## src/hw/rtl/text_to_integer_parser_core_macros.svh

```systemverilog
// Assertion macros shared by the text-to-integer parser RTL.
// Defining ASSERT_OFF compiles every assertion away.
`ifndef TEXT_TO_INTEGER_PARSER_CORE_MACROS_SVH
`define TEXT_TO_INTEGER_PARSER_CORE_MACROS_SVH

`ifndef ASSERT_OFF

// Same-cycle implication, checked on every rising clock edge out of reset.
`define T2I_ASSERT_IMP(label, clk, rst_n, cond, prop) \
    label: assert property (@(posedge clk) disable iff (!rst_n) (cond) |-> (prop)) \
        else $error("text_to_integer_parser_core: assertion failed");

// Next-cycle implication.
`define T2I_ASSERT_NXT(label, clk, rst_n, cond, prop) \
    label: assert property (@(posedge clk) disable iff (!rst_n) (cond) |=> (prop)) \
        else $error("text_to_integer_parser_core: assertion failed");

`else

`define T2I_ASSERT_IMP(label, clk, rst_n, cond, prop)
`define T2I_ASSERT_NXT(label, clk, rst_n, cond, prop)

`endif

`endif

```

## src/hw/rtl/t2i_pkg.sv

```systemverilog
// Package for the text-to-integer parser: character codes, limits and digit decoding.
// Has no dependencies; used by text_to_integer_parser_core.
package t2i_pkg;

    localparam int unsigned CharWidth  = 8;
    localparam int unsigned ValueWidth = 32;
    localparam int unsigned PosWidth   = 4;

    localparam logic [PosWidth-1:0] DigitLimitIndex    = 4'd10;
    localparam logic [PosWidth-1:0] HexFirstDigitIndex = 4'd2;

    localparam int unsigned KiloShift = 10;
    localparam int unsigned MegaShift = 20;
    localparam int unsigned HexShift  = 4;

    localparam logic [CharWidth-1:0] CH_NUL     = 8'h00;
    localparam logic [CharWidth-1:0] CH_ZERO    = 8'h30;
    localparam logic [CharWidth-1:0] CH_NINE    = 8'h39;
    localparam logic [CharWidth-1:0] CH_UPPER_A = 8'h41;
    localparam logic [CharWidth-1:0] CH_UPPER_F = 8'h46;
    localparam logic [CharWidth-1:0] CH_LOWER_A = 8'h61;
    localparam logic [CharWidth-1:0] CH_LOWER_F = 8'h66;
    localparam logic [CharWidth-1:0] CH_UPPER_K = 8'h4B;
    localparam logic [CharWidth-1:0] CH_LOWER_K = 8'h6B;
    localparam logic [CharWidth-1:0] CH_UPPER_M = 8'h4D;
    localparam logic [CharWidth-1:0] CH_LOWER_M = 8'h6D;
    localparam logic [CharWidth-1:0] CH_UPPER_X = 8'h58;
    localparam logic [CharWidth-1:0] CH_LOWER_X = 8'h78;

    typedef struct packed {
        logic       valid;
        logic [3:0] value;
    } digit_t;

    typedef struct packed {
        logic                  ok;
        logic [ValueWidth-1:0] value;
    } result_t;

    function automatic digit_t hex_digit(input logic [CharWidth-1:0] c);
        digit_t d;
        d.valid = 1'b1;
        d.value = 4'd0;
        if (c inside {[CH_ZERO:CH_NINE]}) begin
            d.value = 4'(c - CH_ZERO);
        end else if (c inside {[CH_UPPER_A:CH_UPPER_F]}) begin
            d.value = 4'(c - CH_UPPER_A + 8'd10);
        end else if (c inside {[CH_LOWER_A:CH_LOWER_F]}) begin
            d.value = 4'(c - CH_LOWER_A + 8'd10);
        end else begin
            d.valid = 1'b0;
        end
        return d;
    endfunction

    function automatic digit_t dec_digit(input logic [CharWidth-1:0] c);
        digit_t d;
        d.valid = c inside {[CH_ZERO:CH_NINE]};
        d.value = 4'(c - CH_ZERO);
        return d;
    endfunction

endpackage

```

## src/hw/rtl/text_to_integer_parser_core.sv

```systemverilog
// Text-to-integer parser top level: character stream in, parse results out.
// Depends on t2i_pkg and text_to_integer_parser_core_macros.svh.
//
// Input words on s_axis carry one character each from a stream of strings
// ended by a zero byte. A string starting with 0x or 0X is read as hex with
// one to eight digits; any other string is decimal with up to ten digits,
// optionally ended by k/K or m/M, which shift the value left by 10 or 20.
// Once a string is decided, one output word is sent on m_axis with the ok
// flag in tuser and the value in tdata (zero when ok is low). Characters
// after that point are dropped up to and including the terminator.
// Each character is handled combinationally; its result is registered in the
// output register, or in the skid register while the receiver stalls. One
// character per clock is sustained while s_axis_tready is high.
// An output register and a skid register separate the two sides, so
// s_axis_tready depends only on registered state and drops only once both
// hold a word that the receiver has not yet taken.
// Reset clears the parse state and empties both output registers.
`include "text_to_integer_parser_core_macros.svh"

module text_to_integer_parser_core
(
    input  logic        clk,
    input  logic        rst_n,
    input  logic        s_axis_tvalid,
    output logic        s_axis_tready,
    input  logic [7:0]  s_axis_tdata,   // [7:0] ch
    output logic        m_axis_tvalid,
    input  logic        m_axis_tready,
    output logic [31:0] m_axis_tdata,   // [31:0] value
    output logic [0:0]  m_axis_tuser    // [0] ok
);

    localparam int unsigned VW = t2i_pkg::ValueWidth;
    localparam int unsigned PW = t2i_pkg::PosWidth;

    logic [PW-1:0]  position_reg, position_next;
    logic           hex_mode_reg, hex_mode_next;
    logic           first_was_zero_reg, first_was_zero_next;
    logic [VW-1:0]  accumulator_reg, accumulator_next;
    logic           skipping_reg, skipping_next;

    logic             out_valid_reg, out_valid_next;
    t2i_pkg::result_t out_data_reg, out_data_next;
    logic             skid_valid_reg, skid_valid_next;
    t2i_pkg::result_t skid_data_reg, skid_data_next;

    logic             accept;
    logic             emit;
    t2i_pkg::result_t result;
    t2i_pkg::digit_t  hex_d;
    t2i_pkg::digit_t  dec_d;
    logic [7:0]       ch;
    logic [VW-1:0]    dec_acc;
    logic [VW-1:0]    hex_acc;

    assign ch            = s_axis_tdata;
    assign s_axis_tready = !skid_valid_reg;
    assign accept        = s_axis_tvalid && s_axis_tready;
    assign hex_d         = t2i_pkg::hex_digit(ch);
    assign dec_d         = t2i_pkg::dec_digit(ch);
    assign dec_acc       = {accumulator_reg[VW-4:0], 3'b000} + {accumulator_reg[VW-2:0], 1'b0}
                           + {{(VW-4){1'b0}}, dec_d.value};
    assign hex_acc       = {accumulator_reg[VW-1-t2i_pkg::HexShift:0], hex_d.value};

    always_comb
    begin
        position_next       = position_reg;
        hex_mode_next       = hex_mode_reg;
        first_was_zero_next = first_was_zero_reg;
        accumulator_next    = accumulator_reg;
        skipping_next       = skipping_reg;
        emit                = 1'b0;
        result.ok           = 1'b0;
        result.value        = '0;

        if (skipping_reg) begin
            if (ch == t2i_pkg::CH_NUL) begin
                skipping_next = 1'b0;
            end
        end else if (ch == t2i_pkg::CH_NUL) begin
            emit                = 1'b1;
            result.ok           = !(hex_mode_reg && position_reg == t2i_pkg::HexFirstDigitIndex);
            result.value        = result.ok ? accumulator_reg : '0;
            position_next       = '0;
            hex_mode_next       = 1'b0;
            first_was_zero_next = 1'b0;
            accumulator_next    = '0;
        end else if (hex_mode_reg) begin
            if (position_reg >= t2i_pkg::DigitLimitIndex || !hex_d.valid) begin
                emit          = 1'b1;
                skipping_next = 1'b1;
            end else begin
                accumulator_next = hex_acc;
                position_next    = position_reg + 1'b1;
            end
        end else if (position_reg == PW'(1) && first_was_zero_reg
                     && (ch == t2i_pkg::CH_LOWER_X || ch == t2i_pkg::CH_UPPER_X)) begin
            hex_mode_next = 1'b1;
            position_next = t2i_pkg::HexFirstDigitIndex;
        end else if (position_reg != '0
                     && (ch == t2i_pkg::CH_LOWER_K || ch == t2i_pkg::CH_UPPER_K)) begin
            emit          = 1'b1;
            result.ok     = 1'b1;
            result.value  = accumulator_reg << t2i_pkg::KiloShift;
            skipping_next = 1'b1;
        end else if (position_reg != '0
                     && (ch == t2i_pkg::CH_LOWER_M || ch == t2i_pkg::CH_UPPER_M)) begin
            emit          = 1'b1;
            result.ok     = 1'b1;
            result.value  = accumulator_reg << t2i_pkg::MegaShift;
            skipping_next = 1'b1;
        end else if (dec_d.valid && position_reg < t2i_pkg::DigitLimitIndex) begin
            accumulator_next = dec_acc;
            if (position_reg == '0) begin
                first_was_zero_next = (ch == t2i_pkg::CH_ZERO);
            end
            position_next = position_reg + 1'b1;
        end else begin
            emit          = 1'b1;
            skipping_next = 1'b1;
        end

        // Every decided string leaves the parse state cleared while skipping.
        if (skipping_next && !skipping_reg) begin
            position_next       = '0;
            hex_mode_next       = 1'b0;
            first_was_zero_next = 1'b0;
            accumulator_next    = '0;
        end
    end

    always_comb
    begin
        out_valid_next  = out_valid_reg;
        out_data_next   = out_data_reg;
        skid_valid_next = skid_valid_reg;
        skid_data_next  = skid_data_reg;

        if (!out_valid_reg || m_axis_tready) begin
            if (skid_valid_reg) begin
                out_valid_next  = 1'b1;
                out_data_next   = skid_data_reg;
                skid_valid_next = 1'b0;
            end else begin
                out_valid_next = accept && emit;
                out_data_next  = result;
            end
        end else if (accept && emit) begin
            skid_valid_next = 1'b1;
            skid_data_next  = result;
        end
    end

    always_ff @(posedge clk or negedge rst_n)
    begin
        if (!rst_n) begin
            position_reg       <= '0;
            hex_mode_reg       <= 1'b0;
            first_was_zero_reg <= 1'b0;
            accumulator_reg    <= '0;
            skipping_reg       <= 1'b0;
            out_valid_reg      <= 1'b0;
            skid_valid_reg     <= 1'b0;
        end else begin
            if (accept) begin
                position_reg       <= position_next;
                hex_mode_reg       <= hex_mode_next;
                first_was_zero_reg <= first_was_zero_next;
                accumulator_reg    <= accumulator_next;
                skipping_reg       <= skipping_next;
            end
            out_valid_reg  <= out_valid_next;
            skid_valid_reg <= skid_valid_next;
        end
    end

    always_ff @(posedge clk)
    begin
        out_data_reg  <= out_data_next;
        skid_data_reg <= skid_data_next;
    end

    assign m_axis_tvalid   = out_valid_reg;
    assign m_axis_tdata    = out_data_reg.value;
    assign m_axis_tuser[0] = out_data_reg.ok;

    `T2I_ASSERT_IMP(a_skid_implies_out, clk, rst_n, skid_valid_reg, out_valid_reg)
    `T2I_ASSERT_IMP(a_fail_value_zero, clk, rst_n, out_valid_reg && !out_data_reg.ok,
                    out_data_reg.value == '0)
    `T2I_ASSERT_IMP(a_position_range, clk, rst_n, 1'b1,
                    position_reg <= t2i_pkg::DigitLimitIndex)
    `T2I_ASSERT_IMP(a_skip_cleared, clk, rst_n, skipping_reg,
                    position_reg == '0 && !hex_mode_reg && accumulator_reg == '0)
    `T2I_ASSERT_NXT(a_skid_drains, clk, rst_n, skid_valid_reg && m_axis_tready,
                    out_valid_reg && !skid_valid_reg)

endmodule
```

## config.mk

```make
export PLATFORM = sky130hd
export DESIGN_NAME = text_to_integer_parser_core
export DESIGN_NICKNAME = d
export VERILOG_FILES = /design/src/hw/rtl/t2i_pkg.sv /design/src/hw/rtl/text_to_integer_parser_core.sv
export VERILOG_INCLUDE_DIRS = /design/src /design/src/hw/rtl
export SDC_FILE = /design/constraint.sdc
export NUM_CORES = 1
export LEC_CHECK = 0
export BUFFER_PORTS_ARGS = -buffer_cell sky130_fd_sc_hd__buf_2
export CAP_MARGIN = 15
export CORE_MARGIN = 2
export CORE_UTILIZATION = 50
export CTS_CLUSTER_DIAMETER = 30
export CTS_CLUSTER_SIZE = 30
export DETAILED_ROUTE_END_ITERATION = 12
export GPL_TIMING_DRIVEN = 0
export PLACE_DENSITY = 0.69
export SLEW_MARGIN = 10
export SYNTH_ARGS = -nofsm -noshare
export SYNTH_HDL_FRONTEND = slang
export SYNTH_SLANG_ARGS = --single-unit
```

## constraint.sdc

```tcl
create_clock -name clk -period 10.98 [get_ports clk]
set_input_delay 1.647 -clock clk [delete_from_list [all_inputs] [get_ports clk]]
set_output_delay 1.647 -clock clk [all_outputs]
set_load 0.01 [all_outputs]
```

Word level (Yosys, flattened, before mapping)
Index checks and enable logic that the tools add are counted.
{"block": "totals", "elab_cells": 143, "in_bits": 12, "output_inout_bits": 35, "ff_bits": 107}
{"block": "classes", "eq_ne": 20, "magnitude_cmp": 8, "mux": 60, "add_sub_neg": 8, "n_reduce_logical": 35, "bitwise": 1}
{"cell": "32-bit 2-to-1 mux", "n": 10}
{"cell": "33-bit 2-to-1 mux", "n": 7}
{"cell": "8-bit by 7-bit equality test with 1-bit output (second input constant)", "n": 6}
{"cell": "4-bit 2-to-1 mux", "n": 12}
{"cell": "32-bit adder", "n": 1}
{"cell": "32-bit by 4-bit adder with 32-bit output", "n": 1}
{"cell": "1-bit 2-to-1 mux", "n": 31}
{"cell": "8-bit by 7-bit greater-or-equal comparator with 1-bit output (second input constant)", "n": 2}
{"cell": "8-bit by 7-bit <= comparator with 1-bit output (second input constant)", "n": 2}
{"cell": "4-bit by 3-bit inequality test with 1-bit output (second input constant)", "n": 4}
{"cell": "1-bit logical AND", "n": 12}
{"cell": "4-bit by 1-bit subtractor with 4-bit output (second input constant)", "n": 3}
{"cell": "5-bit by 4-bit inequality test with 1-bit output (second input constant)", "n": 2}
{"cell": "3-bit by 2-bit inequality test with 1-bit output (second input constant)", "n": 3}
{"cell": "4-bit adder (second input constant)", "n": 2}
{"cell": "8-bit by 6-bit equality test with 1-bit output (second input constant)", "n": 1}
{"cell": "8-bit by 6-bit greater-or-equal comparator with 1-bit output (second input constant)", "n": 1}
{"cell": "8-bit by 6-bit <= comparator with 1-bit output (second input constant)", "n": 1}
{"cell": "8-bit zero test", "n": 1}
{"cell": "8-bit AND reduction", "n": 1}
{"cell": "4-bit nonzero test", "n": 2}
{"cell": "7-bit AND reduction", "n": 1}
{"cell": "6-bit AND reduction", "n": 1}
{"cell": "3-bit nonzero test", "n": 2}
{"cell": "14 further kinds", "n": 23}

Depth between registers and ports, before layout
Gate-level depths: netlist of run 1.
{"block": "logic_depth", "depth_word": 14, "depth_mapped": 12}

Worst setup path before layout of run 1
No wires, ideal clock.
{"block": "synth_path", "path_type": "in2reg", "startpoint": "input port s_axis_tdata[3]", "endpoint": "register skid_data_reg[0] (netlist name) (enable)", "required_ps": 10516, "arrival_time_ps": 5622, "setup_time_ps": 464, "slack_ps": 4894, "cell_stages": 8, "path_buffers": 3, "path_cell_list": "buf_6 > or4_4 > nor4b_2 > a2111oi_2 > or2_1 > buf_6 > clkbuf_1 > nor3_1"}
{"block": "synth_via", "elab_chain_cells": 13, "elab_cells_between_ends": 38}
{"item": "start, declared", "line": "text_to_integer_parser_core.sv:26", "source": "input logic [7:0] s_axis_tdata,"}
{"item": "8-bit by 7-bit greater-or-equal comparator with 1-bit output / 8-bit by 7-bit <= comparator with 1-bit output (equally long branches)", "line": "t2i_pkg.sv:48", "source": "end else if (c inside {[CH_LOWER_A:CH_LOWER_F]}) begin"}
{"item": "1-bit logical AND", "line": "t2i_pkg.sv:48"}
{"item": "1-bit 2-to-1 mux", "line": "t2i_pkg.sv:48"}
{"item": "1-bit 2-to-1 mux", "line": "t2i_pkg.sv:46", "source": "end else if (c inside {[CH_UPPER_A:CH_UPPER_F]}) begin"}
{"item": "1-bit 2-to-1 mux", "line": "t2i_pkg.sv:44", "source": "if (c inside {[CH_ZERO:CH_NINE]}) begin"}
{"item": "1-bit zero test", "line": "text_to_integer_parser_core.sv:89", "source": "if (position_reg >= t2i_pkg::DigitLimitIndex || !hex_d.valid) begin"}
{"item": "1-bit logical OR", "line": "text_to_integer_parser_core.sv:89"}
{"item": "1-bit 2-to-1 mux", "line": "text_to_integer_parser_core.sv:89"}
{"item": "1-bit 2-to-1 mux", "line": "text_to_integer_parser_core.sv:88", "source": "end else if (hex_mode_reg) begin"}
{"item": "1-bit 2-to-1 mux (*)", "line": "text_to_integer_parser_core.sv:80", "source": "end else if (ch == t2i_pkg::CH_NUL) begin"}
{"item": "1-bit 2-to-1 mux (*)", "line": "text_to_integer_parser_core.sv:76", "source": "if (skipping_reg) begin"}
{"item": "1-bit logical AND (*)", "line": "text_to_integer_parser_core.sv:148", "source": "end else if (accept && emit) begin"}
{"item": "2-bit AND reduction (no line) (*)"}
{"item": "end signal, assigned", "line": "text_to_integer_parser_core.sv:180", "source": "skid_data_reg <= skid_data_next;"}
{"item": "end, declared", "line": "text_to_integer_parser_core.sv:45", "source": "t2i_pkg::result_t skid_data_reg, skid_data_next;"}
Every way passes the cells marked *; elsewhere a longest branch is shown, timed or not.
A chain may end at the register's enable or synchronous reset.

Worst setup path in the final report of run 1
{"block": "layout_path", "startpoint": "input port s_axis_tdata[3]", "endpoint": "register accumulator_reg[22]"}
{"block": "layout_via", "elab_chain_cells": 14, "elab_cells_between_ends": 55}
{"item": "parallel branches: the longest is 14 deep, another holds 32-bit by 4-bit adder with 32-bit output"}
{"item": "end signal, assigned", "line": "text_to_integer_parser_core.sv:169", "source": "accumulator_reg <= accumulator_next;"}
{"item": "end, declared", "line": "text_to_integer_parser_core.sv:39", "source": "logic [VW-1:0] accumulator_reg, accumulator_next;"}
Parallel ways; which one is timed is not known. The select of a mux whose other input is x is not followed.

==> impl_metrics.ini, run 1 <==
[outcome]
status = complete, no violations

[placed_design]
globalplace.congestion = 0.8934
pre_cts_slack_ns = 5.872
dpl.hpwl_um = 12660
portBuffers = 46

[sta]
rsz0062_at_grt = false
tightest_slew_ns = 1.001
min_period_over_period = 0.4371
slew_headroom = 0.3273
hold_viol = 0
fin_worst_skew_ns = 0.005892
layout_setup_ws_ns = 6.180
setup_viol = 0
min_period_ns = 4.800
hold_ws_ns = 0.5349
drv_slew = 0
tns_ns = 0
max_freq_ghz = 0.2083

[critical_path]
cpLargestDelayFamily = compound AO/OA/AOI/OAI gates
start_kind = primary input
critPathSlowestCell = fa_1
critPathRequiredTime_ns = 11.24
crit_chain = buf_2 -> fa_1 -> inv_1 -> fa_1 -> nor2b_1 -> o211ai_1 -> a31oi_1 -> o21ai_0 -> o31ai_1 -> xor2_1 -> mux2i_1 -> a211oi_1
max_stage_delay_ns = 0.56
critPathMostFrequentCell = fa_1
crit_path_end_kind = register
cp.arrival_ns = 5.06
cp_max_fo = 5
critPathKind = in -> reg
path_buf_inv = 2

[cells_and_area]
multi_input_area_um2 = 3810
largest_register_ffs = 33
area_delta_synth_final_pct = 10.96
nets = 789
diodes = 0
layout_common_cells = 66 x ha_1, 66 x edfxtp_1, 48 x buf_2
drive_gt1_frac = 0.1667
regArea_um2 = 3008
fillers = 1206

[clock_tree]
clkLatencyLatePin_ns = 0.35
cts_buffers = 9
cts_setup_buffers = 0
clkTransAtPathRegs_ns = 0.07
h-tree-depth = 3
holdBufCountCts = 0
root_buffer = clkbuf_16
cts_tree = done
clockBufferDepth = 2
cts.sinks = 107
cts.repair.resized = 0

[hold_path]
worstHoldPathType = reg -> reg

[grt]
grt_pass1_wl_um = 26810
overflow = 0
antenna_found_initial = 0
grt_pass1_vias = 5225
grt_start_max_net_pins = 42
grt_use_total = 0.2297

[logic_synthesis]
synth-seq-area-share = 0.4291
synth_area_um2 = 7010
synth-edff-count = 66
yosys_register_bits = 107
syn_inst = 649
async_reset_ff_frac = 0.3832
yosysUniqueCellTypes = 68
synth_ff_type = edfxtp_1
syn_nets = 729
avgSynthCellArea_um2 = 10.80
yosys_warnings = 0

[routing]
vias = 5328
final_antenna_net_count = 0
drt_first_pass_iters = 5
drt_iter0_drc = 553
routed_wl_um = 16530
drc = 0
wl_per_cell_um = 18.49
via_per_inst = 5.960

[floorplan]
fp.coreArea_um2 = 13770
floorplan.initialDensity = 0.5090
io_pins = 47
rows = 43
die_x_um = 122.4
die_h_um = 122.4
die_area_um2 = 14980

[power]
power_density_nw_per_um2 = 102.8
vdd_ir_drop_max_uv = 66.21
p_leak_nw = 3.662
total_power_mw = 0.8000

[run]
maxCapViolations = 0
-- cell type report --
cell class / count / share of cell area
inverter: 15 / 0.007238
sequential: 107 / 0.3867
timing repair buffer: 49 / 0.03217
buffer: 27 / 0.01850
tap: 180 / 0.02895
clock buffer: 9 / 0.02895
multi-input combinational: 500 / 0.4898
clock inverter: 7 / 0.007721
-- where the power goes --
group          internal, mW  switching [mW]
Sequential            0.427         0.00818
Combinational        0.0221          0.0322
Clock                 0.159           0.152
Total                 0.608           0.192
-- cell usage after synthesis, types with 8 or more instances --
library cell	count	share of area
mux2_2	27	0.043
nor2_1	44	0.024
nand3_1	13	0.0093
xnor2_1	15	0.019
and2_1	12	0.011
a21o_1	11	0.012
a211oi_1	8	0.0086
clkbuf_1	17	0.0091
o21ai_0	37	0.026
nand2b_1	15	0.013
a22o_1	11	0.014
nand2_1	47	0.025
inv_1	14	0.0075
ha_1	66	0.12
xor2_1	8	0.010
edfxtp_1	66	0.28
o31ai_1	9	0.0096
dfrtp_1	41	0.15
nor2b_1	9	0.0080
mux2i_1	17	0.024
a21oi_1	33	0.024
a2bb2oi_1	11	0.014
-- per-stage QoR --
step,utilization,instance area (um^2),std cells
floorplan,-,7010,649
global placement,0.5421,7466,875
detailed placement,0.5441,7493,878
CTS,0.5648,7779,894
global route,0.5648,7779,894
finish,0.5648,7779,894
-- cells by family (layout without fill, tap and decap cells) --
kind of cell,count (synthesis),count (layout),synth area share
fa+ha+maj,68,68,0.1235
mux,51,51,0.07889
xor+xnor,23,23,0.02874
buf+inv,42,107,0.02855
flops,107,107,0.4291
simple gates,178,178,0.1290
compound gates,180,180,0.1822
-- per-layer routing --
metal / GRT usage / share of wire / wire length [um] / vias up
met1: 0.3067 / 0.46 / 7580 / 2547
met5: 0 / 0 / 0 / -
met3: 0.03671 / 0.043 / 705 / 32
li1: - / - / - / 2604
met2: 0.3847 / 0.48 / 7931 / 145
met4: 0.07040 / 0.019 / 316 / 0
-- worst register-to-register path, stage by stage, from the launching register on --
cell	delay, ns
dfrtp_1	0.51
fa_1	0.58
inv_1	0.07
fa_1	0.45
nor2b_1	0.23
o211ai_1	0.14
a31oi_1	0.48
o21ai_0	0.30
o31ai_1	0.52
xor2_1	0.19
mux2i_1	0.09
a211oi_1	0.24
-- final timing paths --
| kind | startpoint | endpoint | slack, ns | cells past startpoint |
|---|---|---|---|---|
| max | s_axis_tdata[3] | accumulator_reg[22] | 6.18 | 12 |
| min | first_was_zero_reg | first_was_zero_reg | 0.53 | 2 |
| max reg2reg | accumulator_reg[0] | accumulator_reg[22] | 7.09 | 11 |
| min reg2reg | first_was_zero_reg | first_was_zero_reg | 0.53 | 2 |
| max in group asynchronous | rst_n | accumulator_reg[26] | 8.99 | 1 |
| min in group asynchronous | rst_n | accumulator_reg[6] | 1.42 | 1 |
(Power assumes the default switching activity.)
==> run 2, diff against run 1 <==
clock period = 4.7 ns   (was 10.98 ns; I/O delays follow)
==> run 2 against run 1 <==
Net effect: clock-buffer cell count is the same; sequential power grew 130%; highest routed layer unchanged; first-iteration DRC count shrank 18%; critical endpoint unchanged.
==> impl_metrics.ini, run 2 (same netlist as run 1, synthesis figures left out) <==
[outcome]
status = complete, no violations

[sta]
drv_slew = 0
min_period_ns = 3.838
tns_ns = 0
slew_headroom = 0.2930
fin_worst_skew_ns = 0.007690
tightest_slew_ns = 1.052
setup_viol = 0
hold_viol = 0
rsz0062_at_grt = false
max_freq_ghz = 0.2605
min_period_over_period = 0.8167
hold_ws_ns = 0.4889

[grt]
grt_pass1_wl_um = 26980
grt_start_max_net_pins = 42
antenna_found_initial = 0
overflow = 0
grt_pass1_vias = 5317
grt_use_total = 0.2308

[clock_tree]
h-tree-depth = 3
cts_buffers = 9
root_buffer = clkbuf_16
clockBufferDepth = 2
holdBufCountCts = 0
cts.repair.resized = 0
clkTransAtPathRegs_ns = 0.08
clkLatencyLatePin_ns = 0.35
cts_setup_buffers = 0
cts_tree = done
cts.sinks = 107

[routing]
drc = 0
drt_iter0_drc = 451
routed_wl_um = 16470
final_antenna_net_count = 0
via_per_inst = 5.997
vias = 5349
drt_first_pass_iters = 7
wl_per_cell_um = 18.46

[floorplan]
die_h_um = 122.4
fp.coreArea_um2 = 13770
io_pins = 47
rows = 43
die_area_um2 = 14980
die_x_um = 122.4
floorplan.initialDensity = 0.5090

[cells_and_area]
area_delta_synth_final_pct = 11.58
largest_register_ffs = 33
diodes = 0
drive_gt1_frac = 0.1657
post-route-util = 0.5680
nets = 787
fillers = 1166
stdcell_count = 892
final_area_um2 = 7823
layout_common_cells = 66 x ha_1, 66 x edfxtp_1, 47 x buf_2, 47 x nand2_1, 44 x nor2_1

[critical_path]
crit_path_end_kind = register
cp_max_fo = 7
cp.arrival_ns = 4.09
reg2reg_from = accumulator_reg[2]
critPathRequiredTime_ns = 4.95
critPathKind = reg -> reg
critical_path.startpoint = accumulator_reg[2]
start_kind = register

[placed_design]
dpl.hpwl_um = 12580
globalplace.congestion = 0.9057
portBuffers = 46
placed_area_um2 = 7513
place_inst = 876

[power]
vdd_ir_drop_max_uv = 171.7
power_density_nw_per_um2 = 245.8
p_leak_nw = 3.661

[hold_path]
worstHoldPathType = in -> async

[run]
maxCapViolations = 0
[run 2: changes by cell type in the layout (fill, tap and decap cells not counted)]
cell and change:
bufinv_16 +1, nor4_1 -1, buf_16 +1, inv_8 -1, nor4_2 +1, buf_2 -1
buf_4 -2, clkinv_2 -2, clkinvlp_4 +2, nor3_2 -1, nor3_4 +1
[run 2: routing by layer]
metal | track usage | vias up | wire length, um
li1 | - | 2595 | -
met1 | 0.3093 | 2547 | 7498
met2 | 0.3736 | 170 | 7678
met3 | 0.02881 | 37 | 731
met4 | 0.1070 | 0 | 558
met5 | 0 | - | 0
[run 2: per-stage QoR]
stage               total power [mW]  setup slack, ns
floorplan                      1.116           0.5813
global placement               1.159          -0.3485
detailed placement             1.163           0.6114
CTS                            1.928           0.8741
global route                   1.991           0.6432
finish                         1.923           0.8616
[run 2: critical path, cell delays in order (launching register included)]
cell and delay (ns):
dfrtp_1 0.52, fa_1 0.57, inv_1 0.06, fa_1 0.44, nor2b_1 0.22, o211ai_1 0.14, a31oi_1 0.46, o21ai_0 0.28
o31ai_1 0.48, xor2_1 0.20, mux2i_1 0.09, a211oi_1 0.27
[run 2: layout make-up]
class                           instances  area, um^2  share of cell area
Clock inverter                          7       83.83             0.01072
Clock buffer                            9       225.2             0.02879
Multi-Input combinational cell        500        3822              0.4886
Inverter                               15       56.30            0.007198
Buffer                                 27       143.9             0.01839
Sequential cell                       107        3008              0.3845
Timing Repair Buffer                   47       257.7             0.03295
Tap cell                              180       225.2             0.02879
[run 2: final timing paths]
path / slack (ns) / to / depth (start not counted)
worst max-delay path: 0.86 / accumulator_reg[22] / 11
worst min-delay path: 0.49 / accumulator_reg[5] / 1
min in group clk: 0.53 / first_was_zero_reg / 2
worst max register to register: 0.86 / accumulator_reg[22] / 11
worst min register to register: 0.53 / first_was_zero_reg / 2
max in group asynchronous: 3.63 / accumulator_reg[26] / 1
[run 2: where the power goes]
| part | switching (mW) | internal [mW] |
|---|---|---|
| sequential | 0.0187 | 0.998 |
| clock | 0.358 | 0.423 |
| combinational | 0.0743 | 0.0512 |
| total | 0.451 | 1.47 |
